==> config.mk <==
export PLATFORM = sky130hd
export DESIGN_NAME = icmp4_to_icmp6_header_translate
export DESIGN_NICKNAME = d
export VERILOG_FILES = /design/src/design/icmp46_pkg.sv /design/src/design/icmp4_to_icmp6_header_translate.sv
export SDC_FILE = /design/constraint.sdc
export NUM_CORES = 1
export LEC_CHECK = 0
export ABC_AREA = 0
export BUFFER_PORTS_ARGS = -buffer_cell sky130_fd_sc_hd__buf_4
export CAP_MARGIN = 0
export CORE_MARGIN = 8
export CORE_UTILIZATION = 38
export CTS_CLUSTER_SIZE = 8
export DETAILED_ROUTE_END_ITERATION = 16
export PLACE_DENSITY_LB_ADDON = 0.1
export SETUP_SLACK_MARGIN = 0.05
export SYNTH_ARGS = -nofsm -noshare
export SYNTH_HDL_FRONTEND = slang
export SYNTH_SLANG_ARGS = --single-unit
==> constraint.sdc <==
create_clock -name aclk -period 17.21 [get_ports aclk]
set_input_delay 1.721 -clock aclk [delete_from_list [all_inputs] [get_ports aclk]]
set_output_delay 1.721 -clock aclk [all_outputs]
set_load 0.01 [all_outputs]
==> src/design/icmp46_pkg.sv <==
// shared constants, codes and pointer map for the icmpv4 to icmpv6 header translator
// no dependencies; imported by icmp4_to_icmp6_header_translate and the testbench
`default_nettype none

package icmp46_pkg;

    // configuration register indexes
    localparam logic [2:0] CFG_NAT64_MODE      = 3'd0;
    localparam logic [2:0] CFG_PLATEAU_COUNT   = 3'd1;
    localparam logic [2:0] CFG_PLATEAUS_FIRST  = 3'd2;
    localparam logic [2:0] CFG_PLATEAUS_MIDDLE = 3'd3;
    localparam logic [2:0] CFG_PLATEAUS_LAST   = 3'd4;

    // icmpv4 types
    localparam logic [7:0] ICMP4_ECHO_REPLY    = 8'd0;
    localparam logic [7:0] ICMP4_DEST_UNREACH  = 8'd3;
    localparam logic [7:0] ICMP4_ECHO_REQUEST  = 8'd8;
    localparam logic [7:0] ICMP4_TIME_EXCEEDED = 8'd11;
    localparam logic [7:0] ICMP4_PARAM_PROBLEM = 8'd12;

    // icmpv4 destination unreachable codes
    localparam logic [7:0] UNR_NET            = 8'd0;
    localparam logic [7:0] UNR_HOST           = 8'd1;
    localparam logic [7:0] UNR_PROTO          = 8'd2;
    localparam logic [7:0] UNR_PORT           = 8'd3;
    localparam logic [7:0] UNR_FRAG_NEEDED    = 8'd4;
    localparam logic [7:0] UNR_SRC_ROUTE      = 8'd5;
    localparam logic [7:0] UNR_NET_UNKNOWN    = 8'd6;
    localparam logic [7:0] UNR_HOST_UNKNOWN   = 8'd7;
    localparam logic [7:0] UNR_HOST_ISOLATED  = 8'd8;
    localparam logic [7:0] UNR_NET_PROHIB     = 8'd9;
    localparam logic [7:0] UNR_HOST_PROHIB    = 8'd10;
    localparam logic [7:0] UNR_NET_TOS        = 8'd11;
    localparam logic [7:0] UNR_HOST_TOS       = 8'd12;
    localparam logic [7:0] UNR_ADMIN_PROHIB   = 8'd13;
    localparam logic [7:0] UNR_PREC_CUTOFF    = 8'd15;

    // icmpv4 parameter problem codes that translate
    localparam logic [7:0] PP4_POINTER        = 8'd0;
    localparam logic [7:0] PP4_BAD_LENGTH     = 8'd2;

    // icmpv6 types
    localparam logic [7:0] ICMP6_DEST_UNREACH  = 8'd1;
    localparam logic [7:0] ICMP6_PKT_TOO_BIG   = 8'd2;
    localparam logic [7:0] ICMP6_TIME_EXCEEDED = 8'd3;
    localparam logic [7:0] ICMP6_PARAM_PROBLEM = 8'd4;
    localparam logic [7:0] ICMP6_ECHO_REQUEST  = 8'd128;
    localparam logic [7:0] ICMP6_ECHO_REPLY    = 8'd129;

    // icmpv6 codes
    localparam logic [7:0] C6_ZERO            = 8'd0;
    localparam logic [7:0] C6_NO_ROUTE        = 8'd0;
    localparam logic [7:0] C6_ADMIN_PROHIB    = 8'd1;
    localparam logic [7:0] C6_PORT_UNREACH    = 8'd4;
    localparam logic [7:0] C6_ERR_HEADER      = 8'd0;
    localparam logic [7:0] C6_UNRECOG_NH      = 8'd1;

    // pointer to the ipv6 next header field
    localparam logic [31:0] PTR6_NEXT_HEADER  = 32'd6;

    localparam logic [7:0]  PTR_NONE          = 8'd255;
    localparam logic [7:0]  PTR_MAP_LEN       = 8'd20;
    localparam logic [15:0] IPV4_HDR_DELTA    = 16'd20;
    localparam logic [28:0] MIN_MTU6          = 29'd1280;
    localparam int          PLATEAU_W         = 16;
    localparam int          PLATEAU_SLOTS     = 12;

    // ipv4 header pointer to ipv6 header pointer
    function automatic logic [7:0] ptr_map(input logic [7:0] p);
        logic [7:0] m;
        case (p)
            8'd0:                    m = 8'd0;
            8'd1:                    m = 8'd1;
            8'd2, 8'd3:              m = 8'd4;
            8'd8:                    m = 8'd7;
            8'd9:                    m = 8'd6;
            8'd12, 8'd13, 8'd14, 8'd15: m = 8'd8;
            8'd16, 8'd17, 8'd18, 8'd19: m = 8'd24;
            default:                 m = PTR_NONE;
        endcase
        return m;
    endfunction

endpackage

`default_nettype wire

==> src/design/icmp4_to_icmp6_header_translate.sv <==
// icmpv4 to icmpv6 header translator, four register stages
// depends on icmp46_pkg
`default_nettype none

// Translates one ICMPv4 header per request into its ICMPv6 counterpart or a
// drop verdict. Throughput is one request per clock as long as the result side
// keeps up. The four register stages (input capture, decode and plateau
// compares, plateau priority select and MTU adds, three-way minimum and 1280
// clamp) follow in that order from the accepting edge, the last being the
// result register, which feeds m_tdata. Each stage holds its own
// valid bit and advances whenever the stage after it is empty or moving, so
// backpressure on the result side fills bubbles first and never drops or
// repeats a request. Configuration writes are always ready and take effect
// at once; they must only be issued while the pipeline is empty. A drop
// verdict comes with zero type, code and rest word.
module icmp4_to_icmp6_header_translate #(
    parameter int MAX_PLATEAUS = 12
) (
    input  wire logic         aclk,
    input  wire logic         aresetn,
    // configuration write channel
    input  wire logic         cfg_valid,
    output logic              cfg_ready,
    input  wire logic [2:0]   cfg_index,
    input  wire logic [63:0]  cfg_data,
    // input requests
    input  wire logic         s_tvalid,
    output logic              s_tready,
    // lsb up: icmp4_type[7:0], icmp4_code[15:8], icmp4_rest[47:16],
    // inner_total_length[63:48], ipv6_link_mtu[91:64],
    // ipv4_link_mtu[119:92], nat64_icmp_id[135:120]
    input  wire logic [135:0] s_tdata,
    // results
    output logic              m_tvalid,
    input  wire logic         m_tready,
    // lsb up: v6_type[7:0], v6_code[15:8], icmp6_rest[47:16]
    output logic [47:0]       m_tdata,
    // drop[0]
    output logic [0:0]        m_tuser
);
    import icmp46_pkg::*;

    // ---------------- configuration registers ----------------
    logic                               nat64_mode_reg;
    logic [3:0]                         plateau_count_reg;
    logic [PLATEAU_SLOTS*PLATEAU_W-1:0] plateaus_reg;

    assign cfg_ready = 1'b1;

    always_ff @(posedge aclk) begin
        if (!aresetn) begin
            nat64_mode_reg    <= 1'b0;
            plateau_count_reg <= 4'd0;
            plateaus_reg      <= '0;
        end else if (cfg_valid && cfg_ready) begin
            case (cfg_index)
                CFG_NAT64_MODE:      nat64_mode_reg        <= cfg_data[0];
                CFG_PLATEAU_COUNT:   plateau_count_reg     <= cfg_data[3:0];
                CFG_PLATEAUS_FIRST:  plateaus_reg[63:0]    <= cfg_data;
                CFG_PLATEAUS_MIDDLE: plateaus_reg[127:64]  <= cfg_data;
                CFG_PLATEAUS_LAST:   plateaus_reg[191:128] <= cfg_data;
                default: begin
                    // writes beyond the register list are ignored
                end
            endcase
        end
    end

    // counts above the plateau table size saturate
    logic [3:0] count_eff;
    assign count_eff = (plateau_count_reg > 4'(MAX_PLATEAUS)) ? 4'(MAX_PLATEAUS)
                                                               : plateau_count_reg;

    // ---------------- stage valid bits and advance ----------------
    logic v1_reg, v2_reg, v3_reg, v4_reg;
    logic rdy1, rdy2, rdy3, rdy4;

    // a stage loads when it is empty or the stage after it takes its content
    assign rdy4 = !v4_reg || m_tready;
    assign rdy3 = !v3_reg || rdy4;
    assign rdy2 = !v2_reg || rdy3;
    assign rdy1 = !v1_reg || rdy2;
    assign s_tready = rdy1;

    always_ff @(posedge aclk) begin
        if (!aresetn) begin
            v1_reg <= 1'b0;
            v2_reg <= 1'b0;
            v3_reg <= 1'b0;
            v4_reg <= 1'b0;
        end else begin
            if (rdy1) v1_reg <= s_tvalid;
            if (rdy2) v2_reg <= v1_reg;
            if (rdy3) v3_reg <= v2_reg;
            if (rdy4) v4_reg <= v3_reg;
        end
    end

    // ---------------- stage 1: input capture ----------------
    logic [7:0]  type1_reg, code1_reg;
    logic [31:0] rest1_reg;
    logic [15:0] totlen1_reg, id1_reg;
    logic [27:0] mtu6_1_reg, mtu4_1_reg;

    always_ff @(posedge aclk) begin
        if (rdy1) begin
            type1_reg   <= s_tdata[7:0];
            code1_reg   <= s_tdata[15:8];
            rest1_reg   <= s_tdata[47:16];
            totlen1_reg <= s_tdata[63:48];
            mtu6_1_reg  <= s_tdata[91:64];
            mtu4_1_reg  <= s_tdata[119:92];
            id1_reg     <= s_tdata[135:120];
        end
    end

    // ---------------- stage 2: decode and plateau compares ----------------
    logic [7:0]              t6_next, c6_next;
    logic [31:0]             r6_next;
    logic                    drop_next, is_mtu_next;
    logic [MAX_PLATEAUS-1:0] hit_next;
    logic [7:0]              ptr6;

    assign ptr6 = ptr_map(rest1_reg[31:24]);

    always_comb begin
        t6_next     = 8'd0;
        c6_next     = 8'd0;
        r6_next     = 32'd0;
        drop_next   = 1'b0;
        is_mtu_next = 1'b0;
        case (type1_reg)
            ICMP4_ECHO_REQUEST, ICMP4_ECHO_REPLY: begin
                t6_next = (type1_reg == ICMP4_ECHO_REQUEST) ? ICMP6_ECHO_REQUEST
                                                            : ICMP6_ECHO_REPLY;
                c6_next = C6_ZERO;
                // nat64 swaps in the translated identifier, sequence stays
                r6_next = nat64_mode_reg ? {id1_reg, rest1_reg[15:0]} : rest1_reg;
            end
            ICMP4_DEST_UNREACH: begin
                t6_next = ICMP6_DEST_UNREACH;
                case (code1_reg)
                    UNR_NET, UNR_HOST, UNR_SRC_ROUTE, UNR_NET_UNKNOWN,
                    UNR_HOST_UNKNOWN, UNR_HOST_ISOLATED, UNR_NET_TOS,
                    UNR_HOST_TOS: begin
                        c6_next = C6_NO_ROUTE;
                    end
                    UNR_PROTO: begin
                        // protocol unreachable becomes a next header problem
                        t6_next = ICMP6_PARAM_PROBLEM;
                        c6_next = C6_UNRECOG_NH;
                        r6_next = PTR6_NEXT_HEADER;
                    end
                    UNR_PORT: begin
                        c6_next = C6_PORT_UNREACH;
                    end
                    UNR_FRAG_NEEDED: begin
                        t6_next     = ICMP6_PKT_TOO_BIG;
                        c6_next     = C6_ZERO;
                        is_mtu_next = 1'b1;
                    end
                    UNR_NET_PROHIB, UNR_HOST_PROHIB, UNR_ADMIN_PROHIB,
                    UNR_PREC_CUTOFF: begin
                        c6_next = C6_ADMIN_PROHIB;
                    end
                    default: begin
                        drop_next = 1'b1;
                    end
                endcase
            end
            ICMP4_TIME_EXCEEDED: begin
                t6_next = ICMP6_TIME_EXCEEDED;
                c6_next = code1_reg;
            end
            ICMP4_PARAM_PROBLEM: begin
                if ((code1_reg == PP4_POINTER || code1_reg == PP4_BAD_LENGTH)
                    && ptr6 != PTR_NONE) begin
                    t6_next = ICMP6_PARAM_PROBLEM;
                    c6_next = C6_ERR_HEADER;
                    r6_next = {24'd0, ptr6};
                end else begin
                    drop_next = 1'b1;
                end
            end
            default: begin
                drop_next = 1'b1;
            end
        endcase
        if (drop_next) begin
            t6_next     = 8'd0;
            c6_next     = 8'd0;
            r6_next     = 32'd0;
            is_mtu_next = 1'b0;
        end
    end

    // plateau entries below the inner length, limited to the valid count
    always_comb begin
        for (int i = 0; i < MAX_PLATEAUS; i++) begin
            hit_next[i] = (4'(i) < count_eff)
                       && (plateaus_reg[i*PLATEAU_W +: PLATEAU_W] < totlen1_reg);
        end
    end

    logic [7:0]              t6_2_reg, c6_2_reg;
    logic [31:0]             r6_2_reg;
    logic                    drop2_reg, is_mtu2_reg;
    logic [MAX_PLATEAUS-1:0] hit2_reg;
    logic [15:0]             pkt_mtu2_reg;
    logic [27:0]             mtu6_2_reg, mtu4_2_reg;

    always_ff @(posedge aclk) begin
        if (rdy2) begin
            t6_2_reg     <= t6_next;
            c6_2_reg     <= c6_next;
            r6_2_reg     <= r6_next;
            drop2_reg    <= drop_next;
            is_mtu2_reg  <= is_mtu_next;
            hit2_reg     <= hit_next;
            pkt_mtu2_reg <= rest1_reg[15:0];
            mtu6_2_reg   <= mtu6_1_reg;
            mtu4_2_reg   <= mtu4_1_reg;
        end
    end

    // ---------------- stage 3: plateau select and mtu adds ----------------
    logic [15:0] mtu_sel;
    logic [16:0] a_next;
    logic [28:0] b_next;

    always_comb begin
        mtu_sel = pkt_mtu2_reg;
        if (pkt_mtu2_reg == 16'd0) begin
            // walk down so the matching entry with the lowest index wins
            for (int i = MAX_PLATEAUS - 1; i >= 0; i--) begin
                if (hit2_reg[i]) begin
                    mtu_sel = plateaus_reg[i*PLATEAU_W +: PLATEAU_W];
                end
            end
        end
    end

    assign a_next = {1'b0, mtu_sel} + {1'b0, IPV4_HDR_DELTA};
    assign b_next = {1'b0, mtu4_2_reg} + {13'd0, IPV4_HDR_DELTA};

    logic [7:0]  t6_3_reg, c6_3_reg;
    logic [31:0] r6_3_reg;
    logic        drop3_reg, is_mtu3_reg;
    logic [16:0] a3_reg;
    logic [28:0] b3_reg;
    logic [27:0] mtu6_3_reg;

    always_ff @(posedge aclk) begin
        if (rdy3) begin
            t6_3_reg    <= t6_2_reg;
            c6_3_reg    <= c6_2_reg;
            r6_3_reg    <= r6_2_reg;
            drop3_reg   <= drop2_reg;
            is_mtu3_reg <= is_mtu2_reg;
            a3_reg      <= a_next;
            b3_reg      <= b_next;
            mtu6_3_reg  <= mtu6_2_reg;
        end
    end

    // ---------------- stage 4: minimum, clamp and result register ----------------
    logic [28:0] mtu_min;

    always_comb begin
        mtu_min = {1'b0, mtu6_3_reg};
        if (b3_reg < mtu_min) mtu_min = b3_reg;
        if ({12'd0, a3_reg} < mtu_min) mtu_min = {12'd0, a3_reg};
        // never report below the ipv6 minimum link mtu
        if (mtu_min < MIN_MTU6) mtu_min = MIN_MTU6;
    end

    logic [7:0]  t6_4_reg, c6_4_reg;
    logic [31:0] r6_4_reg;
    logic        drop4_reg;

    always_ff @(posedge aclk) begin
        if (rdy4) begin
            t6_4_reg  <= t6_3_reg;
            c6_4_reg  <= c6_3_reg;
            r6_4_reg  <= is_mtu3_reg ? {3'd0, mtu_min} : r6_3_reg;
            drop4_reg <= drop3_reg;
        end
    end

    assign m_tvalid = v4_reg;
    assign m_tdata  = {r6_4_reg, c6_4_reg, t6_4_reg};
    assign m_tuser  = drop4_reg;

`ifndef SYNTH
    // a drop verdict carries an all-zero header
    a_drop_zero: assert property (@(posedge aclk) disable iff (!aresetn)
        m_tvalid && m_tuser[0] |-> m_tdata == 48'd0)
        else $error("drop result with nonzero header");

    // packet too big never reports an mtu below the ipv6 minimum
    a_ptb_min: assert property (@(posedge aclk) disable iff (!aresetn)
        m_tvalid && !m_tuser[0] && m_tdata[7:0] == ICMP6_PKT_TOO_BIG
        |-> m_tdata[47:16] >= {3'd0, MIN_MTU6})
        else $error("packet too big mtu below minimum");

    // an accepted request always lands in the first stage
    a_accept_lands: assert property (@(posedge aclk) disable iff (!aresetn)
        s_tvalid && s_tready |=> v1_reg)
        else $error("accepted request lost at capture");

    // with every stage full and the output stalled, no request is taken
    a_full_stall: assert property (@(posedge aclk) disable iff (!aresetn)
        v1_reg && v2_reg && v3_reg && v4_reg && !m_tready |-> !s_tready)
        else $error("request accepted into a full pipeline");
`endif

endmodule

`default_nettype wire

Word level (Yosys, flattened, before mapping). Memory sizes are Yosys's and may differ from the RTL's. A register that Yosys moved wholly into a read port is not among the register bits. Cells that the tools add are included.

Bitwise logic cells: 1. Reductions and logical operators: 37. Equality and inequality tests: 23. Magnitude comparators: 28. Add/subtract/negate cells: 2. Multiplexer cells: 34.

Operators by type and width (count): two-way mux 16 bit (13); < comparator 16 bit (12); two-way mux 29 bit (4); one-hot mux 32 bit (3 select lines) (1); equality test 8 x 4 -> 1 bit, second input constant (10); equality test 8 x 3 -> 1 bit, second input constant (4); two-way mux 32 bit (1); one-hot mux 8 bit (4 select lines) (1); adder 28 x 5 -> 29 bit, second input constant (1); < comparator 17 x 29 -> 1 bit (1); < comparator 29 x 11 -> 1 bit, second input constant (1); < comparator 29 x 28 -> 1 bit (1); equality test 8 x 2 -> 1 bit, second input constant (3); adder 16 x 5 -> 17 bit, second input constant (1); zero test 16 bit (1); zero test 8 bit (2); < comparator 3 x 4 -> 1 bit, first input constant (4); < comparator 4 bit, first input constant (4); two-way mux 8 bit (2); one-hot mux 8 bit (2 select lines) (1); OR reduction 15 bit (1); logical AND 1 bit (13); one-hot mux 3 bit (2 select lines) (2); AND reduction 2 bit (5); 20 further kinds (36).

Memories: 1. Output and inout port bits: 52. Logic and storage cells: 164. ROM bits: 256. Input port bits: 208. Bits in registers: 644.

Memories: (name not given) (depth 32, bits a word 8, read ports 1, clocked after Yosys merged registers in 1, write ports 0, line icmp46_pkg.sv:71) `case (p)`.

Depth between registers and ports, before layout. Gate-level depths: netlist of the first run.

Depth after elaboration: 14. Depth in mapped cells: 21.

Worst setup path before layout of the first run. Ideal clock, no wire load.

Path kind: input to output. From: input m_tready. To: output s_tready. Path buffers: 0. Stages: 3. Path slack: 10427 ps. Data arrival time: 5062 ps. Cells stage by stage: nor2b_1 and3_1 nand2_1.

Cells in the longest elaborated chain, start to end: 4.

RTL lines: start: declaration (line icmp4_to_icmp6_header_translate.sv:35) `input wire logic m_tready,`; logical OR 1 bit (line icmp4_to_icmp6_header_translate.sv:79) `assign rdy4 = !v4_reg || m_tready;`; logical OR 1 bit (line icmp4_to_icmp6_header_translate.sv:80) `assign rdy3 = !v3_reg || rdy4;`; logical OR 1 bit (line icmp4_to_icmp6_header_translate.sv:81) `assign rdy2 = !v2_reg || rdy3;`; logical OR 1 bit (line icmp4_to_icmp6_header_translate.sv:82) `assign rdy1 = !v1_reg || rdy2;`; end: declaration (line icmp4_to_icmp6_header_translate.sv:28) `output logic s_tready,`.

No other way between the ends.

Worst setup path in the final report of the first run.
From: register b3_reg[8]. To: register r6_4_reg[1], data pin.

Cells in the longest elaborated chain, start to end: 7.

RTL lines: start: declaration (line icmp4_to_icmp6_header_translate.sv:250) `logic [28:0] b3_reg;`; start signal: assignment (line icmp4_to_icmp6_header_translate.sv:261) `b3_reg <= b_next;`; < comparator 29 x 28 -> 1 bit (line icmp4_to_icmp6_header_translate.sv:271) `if (b3_reg < mtu_min) mtu_min = b3_reg;`; two-way mux 29 bit (*) (line icmp4_to_icmp6_header_translate.sv:271); < comparator 17 x 29 -> 1 bit (line icmp4_to_icmp6_header_translate.sv:272) `if ({12'd0, a3_reg} < mtu_min) mtu_min = {12'd0, a3_reg};`; two-way mux 29 bit (*) (line icmp4_to_icmp6_header_translate.sv:272); < comparator 29 x 11 -> 1 bit (line icmp4_to_icmp6_header_translate.sv:274) `if (mtu_min < MIN_MTU6) mtu_min = MIN_MTU6;`; two-way mux 29 bit (*) (line icmp4_to_icmp6_header_translate.sv:274); two-way mux 29 bit (*) (line icmp4_to_icmp6_header_translate.sv:285) `r6_4_reg <= is_mtu3_reg ? {3'd0, mtu_min} : r6_3_reg;`; end signal: assignment (line icmp4_to_icmp6_header_translate.sv:285); end: declaration (line icmp4_to_icmp6_header_translate.sv:278) `logic [31:0] r6_4_reg;`.

Mark *: on every way between the ends. The rest lies on a longest branch, timed or not. A chain may end at the register's enable or synchronous reset.

==> summary.txt, run 1 <==
STA
  • Post-route minimum period: 5.76 ns
  • Final Skew: 0.0425 ns
  • Final Hold Violating Endpoints: 0
  • Setup TNS: 0 ns
  • Unrepaired setup endpoints after global routing: false
  • Final worst-path cycle share: 0.335
  • Relative slew slack: 0.220
  • Worst Max-Slew Pin Slew: 1.17 ns
  • Count of final setup violators: 0
  • Pins Over Slew Limit: 0
  • Fmax: 174 MHz

Setup path
  • Delay of the slowest critical-path stage: 0.87 ns
  • Largest delay share family, worst path: compound AO/OA/AOI/OAI gates
  • Arr. time, crit path: 6.10 ns
  • Worst Setup End Kind: flop
  • Worst Setup Path Type: reg2reg
  • Crit path max-delay cell type: a31oi_4
  • Max FO, Critical Path: 32
  • Worst Path Buf+Inv: 0
  • CP startpoint kind: flop
  • Worst Path Required: 17.55 ns
  • Crit-path cells: ha_1 -> a21oi_1 -> o221ai_1 -> a21oi_1 -> o21ai_1 -> a31oi_4 -> mux2i_1 -> ha_1 -> o21ai_0 -> nor2_1 -> nor2_1 -> o211ai_2 -> nand3_1 -> o21bai_1 -> mux2i_4 -> mux2i_4 -> o41ai_2

Final layout
  • Most frequent cells in the layout: 505 x nand2_1, 431 x edfxtp_1, 281 x buf_4, 226 x ha_1, 207 x dfxtp_1
  • Filler cells: 7336
  • Nets: 3360
  • Commonest non-fill, non-tap cell in the layout: nand2_1
  • Number of flip-flops in the largest register: 192
  • Share of cells above drive strength 1: 0.145
  • # diodes: 0
  • P&R area growth vs syn: 18.2%
  • Fin area: 35800 um2

Pwr
  • Clock Power Share: 0.450
  • Combinational Power Share: 0.077
  • Int Power: 2.78 mW
  • Pwr/cell area: 102 nW/um2
  • Psw: 879 uW
  • Worst VDD drop: 0.000103 V
  • Sw frac: 0.240
  • LEAKAGE: 14.5 nW
  • Seq pwr share: 0.474

Drt
  • Total Wirelength: 102000 um
  • Initial DRC Count: 1761
  • TritonRoute pass-1 iters: 5
  • Via density: 5.44
  • Per-cell routed wire length: 25.3 um
  • Vias: 21870
  • Final ANT Viol Nets: 0
  • DRC viols: 0

Job
  • Max-cap check violation count: 0

Synthesis
  • Synthesized area per cell: 11.3 um2
  • Number of synthesized register bits: 638
  • Cells after synthesis: 2679
  • Syn. warnings: 0
  • Sequential element share of the synthesized area: 0.564
  • Synth Cell Area: 30300 um2
  • Post-synth EDFFs: 431
  • Asr flop ratio synth: 0
  • Post-synthesis cell type count: 88
  • Top_reg_cell synth: edfxtp_1

GRT
  • Vias in the first global route: 21599
  • Met2 Use GR: 0.338
  • Gr usage total: 0.223
  • Initial antenna violation count: 3
  • Global-route wire length before repair: 149000 um
  • Pin count of the biggest net entering global routing: 104
  • Gr busiest metal: met2
  • Met1 Use GR: 0.326
  • Grt ovf: 0
  • Met3 global-route usage: 0.0373

Clocking
  • # resized after CTS: 0
  • CTS tree: built
  • H-tree depth: 3
  • Root Driver: clkbuf_16
  • Clock buffer depth: 3
  • Setup bufs post-CTS: 0
  • Post-CTS Hold Buffers: 0
  • Reg clk slew, reported paths: 0.05 ns
  • Clock Latency Late Sink: 0.65 ns
  • CTS sink cnt: 638
  • Num CTS Buffers: 90

Floorplanning
  • Die H: 298 um
  • Starting density of the core: 0.384
  • Ports: 260
  • Row cnt: 103
  • Die W: 298 um
  • Die area: 89100 um2
  • Core area: 79000 um2

Place
  • DP Area: 33200 um2
  • Routability Congestion: 0.943
  • DP HPWL: 73500 um
  • # port buffers: 254

Run status
  • Outcome: finished clean

Min path
  • Hold Crit Class: reg2reg
==> synthesized netlist by cell type, drive strengths merged (6+ instances only) <==
cell     number  share of area
a2111oi      11         0.0032
a211o         6         0.0017
a211oi       31         0.0078
a21boi      200          0.050
a21o         36         0.0089
a21oi       108          0.018
a221oi       16         0.0050
a31oi        12         0.0032
and2         25         0.0052
and3         22         0.0045
buf          38         0.0081
clkbuf       91          0.011
dfxtp       207           0.14
edfxtp      431           0.43
ha          226          0.093
inv          83          0.010
mux2          6         0.0022
mux2i        63          0.022
nand2       508          0.063
nand2b       23         0.0047
nand3        27         0.0045
nand4        20         0.0041
nor2        106          0.013
nor2b        59          0.012
nor3         22         0.0038
nor3b        13         0.0032
nor4         16         0.0035
o2111ai       7         0.0020
o211ai       20         0.0051
o21a         16         0.0040
o21ai        81          0.013
o21bai        9         0.0022
o311ai        6         0.0017
o31ai        14         0.0035
o41ai        11         0.0066
or3           9         0.0020
xnor2        25         0.0072
xor2         12         0.0035
==> cells by family (layout without fill, tap and decap cells) <==
family,count (synthesis),count (layout),share of synthesized area
AOI/OAI and AO/OA,615,615,0.145
xor gates and xnor gates,37,37,0.0107
adders and majority gates,226,226,0.0933
buffers and inverters,212,503,0.0296
DFF,638,638,0.564
muxes,69,69,0.0239
other,2,5,0.000248
and+or+nand+nor,880,880,0.133
==> metal layers <==
| metal | wire length (um) | up-vias | share of wire |
|---|---|---|---|
| met4 | 2400 | 4 | 0.024 |
| met5 | 26 | - | 0.00026 |
| met1 | 48300 | 10766 | 0.47 |
| li1 | - | 10202 | - |
| met3 | 6350 | 156 | 0.062 |
| met2 | 44700 | 742 | 0.44 |
==> final cells by class <==
class	instances	area, um2	share of cell area
inverters	83	314	0.00877
clock buffers	133	2450	0.0685
clock inverters	6	149	0.00416
multi-input cells	1832	12400	0.346
flip-flops and latches	638	17100	0.477
well taps	1050	1310	0.0367
repair buffers	281	2110	0.0589
==> power by group through the flow <==
stage	clock, mW	combinational [mW]	sequential [mW]
global placement	0	0.272	1.76
global route	1.75	0.307	1.74
detailed placement	0	0.276	1.77
floorplan	0	0.158	1.74
finish	1.65	0.280	1.74
CTS	1.69	0.279	1.74
==> worst register-to-register path: stages, from the launching register on <==
cell and delay (ns):
edfxtp_1 0.43, ha_1 0.35, a21oi_1 0.17, o221ai_1 0.12, a21oi_1 0.22, o21ai_1 0.18, a31oi_4 0.87, mux2i_1 0.31
ha_1 0.38, o21ai_0 0.08, nor2_1 0.14, nor2_1 0.09, o211ai_2 0.18, nand3_1 0.14, o21bai_1 0.26, mux2i_4 0.73
mux2i_4 0.65, o41ai_2 0.16
==> metrics by stage <==
step	util	worst slack (ns)	power, mW	hold slack, ns	std cells
global route	0.453	11.01	3.80	0.413	4023
CTS	0.453	11.41	3.71	0.399	4023
finish	0.453	11.45	3.66	0.405	4023
global placement	0.420	11.49	2.04	0.401	3884
floorplan	-	10.43	1.90	0.400	2682
detailed placement	0.420	11.43	2.04	0.405	3884
==> final timing paths <==
path,from,to,slack [ns],cells past startpoint
worst max-delay path,b3_reg[8]$_DFFE_PP_,r6_4_reg[1]$_DFFE_PP_,11.45,17
worst max register to register,b3_reg[8]$_DFFE_PP_,r6_4_reg[1]$_DFFE_PP_,11.45,17
worst min-delay path,mtu6_1_reg[23]$_DFFE_PN_,mtu6_2_reg[23]$_DFFE_PP_,0.41,0
worst min register to register,mtu6_1_reg[23]$_DFFE_PN_,mtu6_2_reg[23]$_DFFE_PP_,0.41,0
Note: power is estimated with default switching activity, not from simulation.
==> inputs of run 2 (changes only) <==
- clock period: 17.21 -> 5.5 ns (I/O delays scaled with it)
==> run 2 against run 1 <==
Against the previous run: sequential power rose to 3.1 times the previous value; largest power group unchanged; clock power grew to 3.2 times the previous value; combinational power grew to 3.1 times the previous value.
==> summary.txt, run 2 (synthesis results as in run 1) <==
Run status
  • Outcome: finished clean

Clocking
  • # resized after CTS: 0 (unchanged)
  • Post-CTS Hold Buffers: 0 (unchanged)
  • Reg clk slew, reported paths: 0.06 ns (about the same)
  • CTS sink cnt: 638 (unchanged)
  • Root Driver: clkbuf_16
  • Setup bufs post-CTS: 0 (unchanged)
  • Clock buffer depth: 3 (unchanged)
  • Clock Latency Late Sink: 0.66 ns (about the same)
  • Num CTS Buffers: 91 (+1.1%)
  • CTS tree: built
  • H-tree depth: 3 (unchanged)

Final layout
  • Share of cells above drive strength 1: 0.147 (+0.00179)
  • Fin area: 36000 um2 (+0.49%)
  • Nets: 3366 (+0.18%)
  • Most frequent cells in the layout: 505 x nand2_1, 431 x edfxtp_1, 286 x buf_4, 226 x ha_1, 207 x dfxtp_1
  • P&R area growth vs syn: 18.7%
  • Commonest non-fill, non-tap cell in the layout: nand2_1
  • Number of flip-flops in the largest register: 192 (unchanged)
  • Layout Utilization: 0.456 (+0.00220)
  • Filler cells: 7430 (+1.3%)

Floorplanning
  • Starting density of the core: 0.384 (unchanged)
  • Core area: 79000 um2 (unchanged)
  • Die area: 89100 um2 (unchanged)
  • Die W: 298 um (unchanged)
  • Row cnt: 103 (unchanged)
  • Die H: 298 um (unchanged)
  • Ports: 260 (unchanged)

STA
  • Final worst-path cycle share: 0.915 (+0.581)
  • Post-route minimum period: 5.03 ns (-0.726 ns)
  • Final Skew: 0.0591 ns (+0.0166 ns)
  • Pins Over Slew Limit: 0 (unchanged)
  • Setup TNS: 0 ns (unchanged)
  • Unrepaired setup endpoints after global routing: false
  • Relative slew slack: 0.0781 (-0.142)
  • Fmax: 199 MHz (+14%)
  • Final Hold Violating Endpoints: 0 (unchanged)
  • Worst Max-Slew Pin Slew: 1.35 ns (+0.179 ns)
  • Count of final setup violators: 0 (unchanged)

Drt
  • Final ANT Viol Nets: 0 (unchanged)
  • Vias: 22084 (+0.98%)
  • Via density: 5.45 (+0.21%)
  • Initial DRC Count: 2110 (+20%)
  • Total Wirelength: 103000 um (+1.2%)
  • Per-cell routed wire length: 25.4 um (+0.38%)
  • TritonRoute pass-1 iters: 5 (unchanged)
  • DRC viols: 0 (unchanged)

Pwr
  • Pwr/cell area: 323 nW/um2 (+220%)
  • LEAKAGE: 14.5 nW (+0.40%)
  • Worst VDD drop: 0.000248 V (+140%)

Setup path
  • Max FO, Critical Path: 14 (-56%)
  • Worst Setup End Kind: flop
  • Arr. time, crit path: 5.35 ns (-0.75 ns)
  • CP startpoint kind: flop
  • Worst Path Required: 5.82 ns (-11.73 ns)
  • Worst Setup Path Type: reg2reg

Place
  • Routability Congestion: 0.929 (-1.4%)
  • # port buffers: 254 (unchanged)
  • DP HPWL: 74100 um (+0.89%)
  • DP Area: 33300 um2 (+0.14%)

GRT
  • Pin count of the biggest net entering global routing: 75 (-28%)
  • Vias in the first global route: 22096 (+2.3%)
  • Initial antenna violation count: 10 (+7)
  • Grt ovf: 0 (unchanged)
  • Global-route wire length before repair: 151000 um (+1.1%)
  • Gr usage total: 0.225 (+0.00250)

Min path
  • Hold Crit Class: in2reg

Job
  • Max-cap check violation count: 0 (unchanged)
==> run 2: changes by cell type in the layout (fill, tap and decap cells not counted), sizes merged <==
cell	change
clkinv	+4
clkbuf	+16
bufinv	+1
inv	-1
diode	+6
buf	+5
==> run 2: final timing paths <==
| kind | start | end | slack [ns] | cells after the start |
|---|---|---|---|---|
| worst max-delay path | b3_reg[20]$_DFFE_PP_ | r6_4_reg[5]$_DFFE_PP_ | 0.47 | 17 |
| worst min-delay path | s_tdata[62] | totlen1_reg[14]$_DFFE_PN_ | 0.07 | 1 |
| worst max register to register | b3_reg[20]$_DFFE_PP_ | r6_4_reg[5]$_DFFE_PP_ | 0.47 | 17 |
| worst min register to register | mtu4_1_reg[14]$_DFFE_PN_ | mtu4_2_reg[14]$_DFFE_PP_ | 0.39 | 0 |
==> run 2: worst max-delay path, stage by stage (launching register included) <==
cell       delay [ns]
edfxtp_1         0.41
ha_1             0.35
a211oi_1         0.25
o21ai_1          0.10
o221ai_1         0.23
nand3_1          0.17
a31oi_4          0.61
buf_4            0.25
mux2i_1          0.24
ha_1             0.28
a211oi_1         0.23
nor2_1           0.09
nor3_1           0.22
nand3_1          0.17
o2111ai_1        0.33
mux2i_4          0.15
mux2i_4          0.48
o41ai_2          0.15
==> run 2: per-stage QoR <==
stage	setup WS, ns	cells	power (mW)	hold slack (ns)
finish	0.465	4054	11.6	0.0692
global route	0.0669	4051	12.1	0.0298
CTS	0.417	4048	11.8	0.0264
detailed placement	0.450	3889	6.39	0.405
global placement	0.482	3889	6.38	0.401
floorplan	1.26	2682	5.93	0.400
==> run 2: final cells by class <==
cell class / count / area (um2) / share of cell area
inverter: 83 / 314 / 0.00873
tap: 1050 / 1310 / 0.0365
clock buffer: 149 / 2510 / 0.0699
multi-input combinational: 1832 / 12400 / 0.345
clock inverter: 10 / 201 / 0.00560
sequential: 638 / 17100 / 0.475
timing repair buffer: 286 / 2150 / 0.0597
antenna: 6 / 15.0 / 0.000417
==> run 2: layer usage <==
layer  part of all wire  routed length, um  global-route usage
met5            0.00040                 41                   0
met1               0.45              46800               0.320
met3              0.077               7970              0.0510
met2               0.44              45600               0.345
met4              0.025               2550              0.0583
==> run 2: report_power, final <==
group,internal [mW],switching (mW),total (mW)
logic,0.366,0.504,0.870
clock network,3.17,2.15,5.31
registers,5.28,0.159,5.44
total,8.81,2.81,11.6
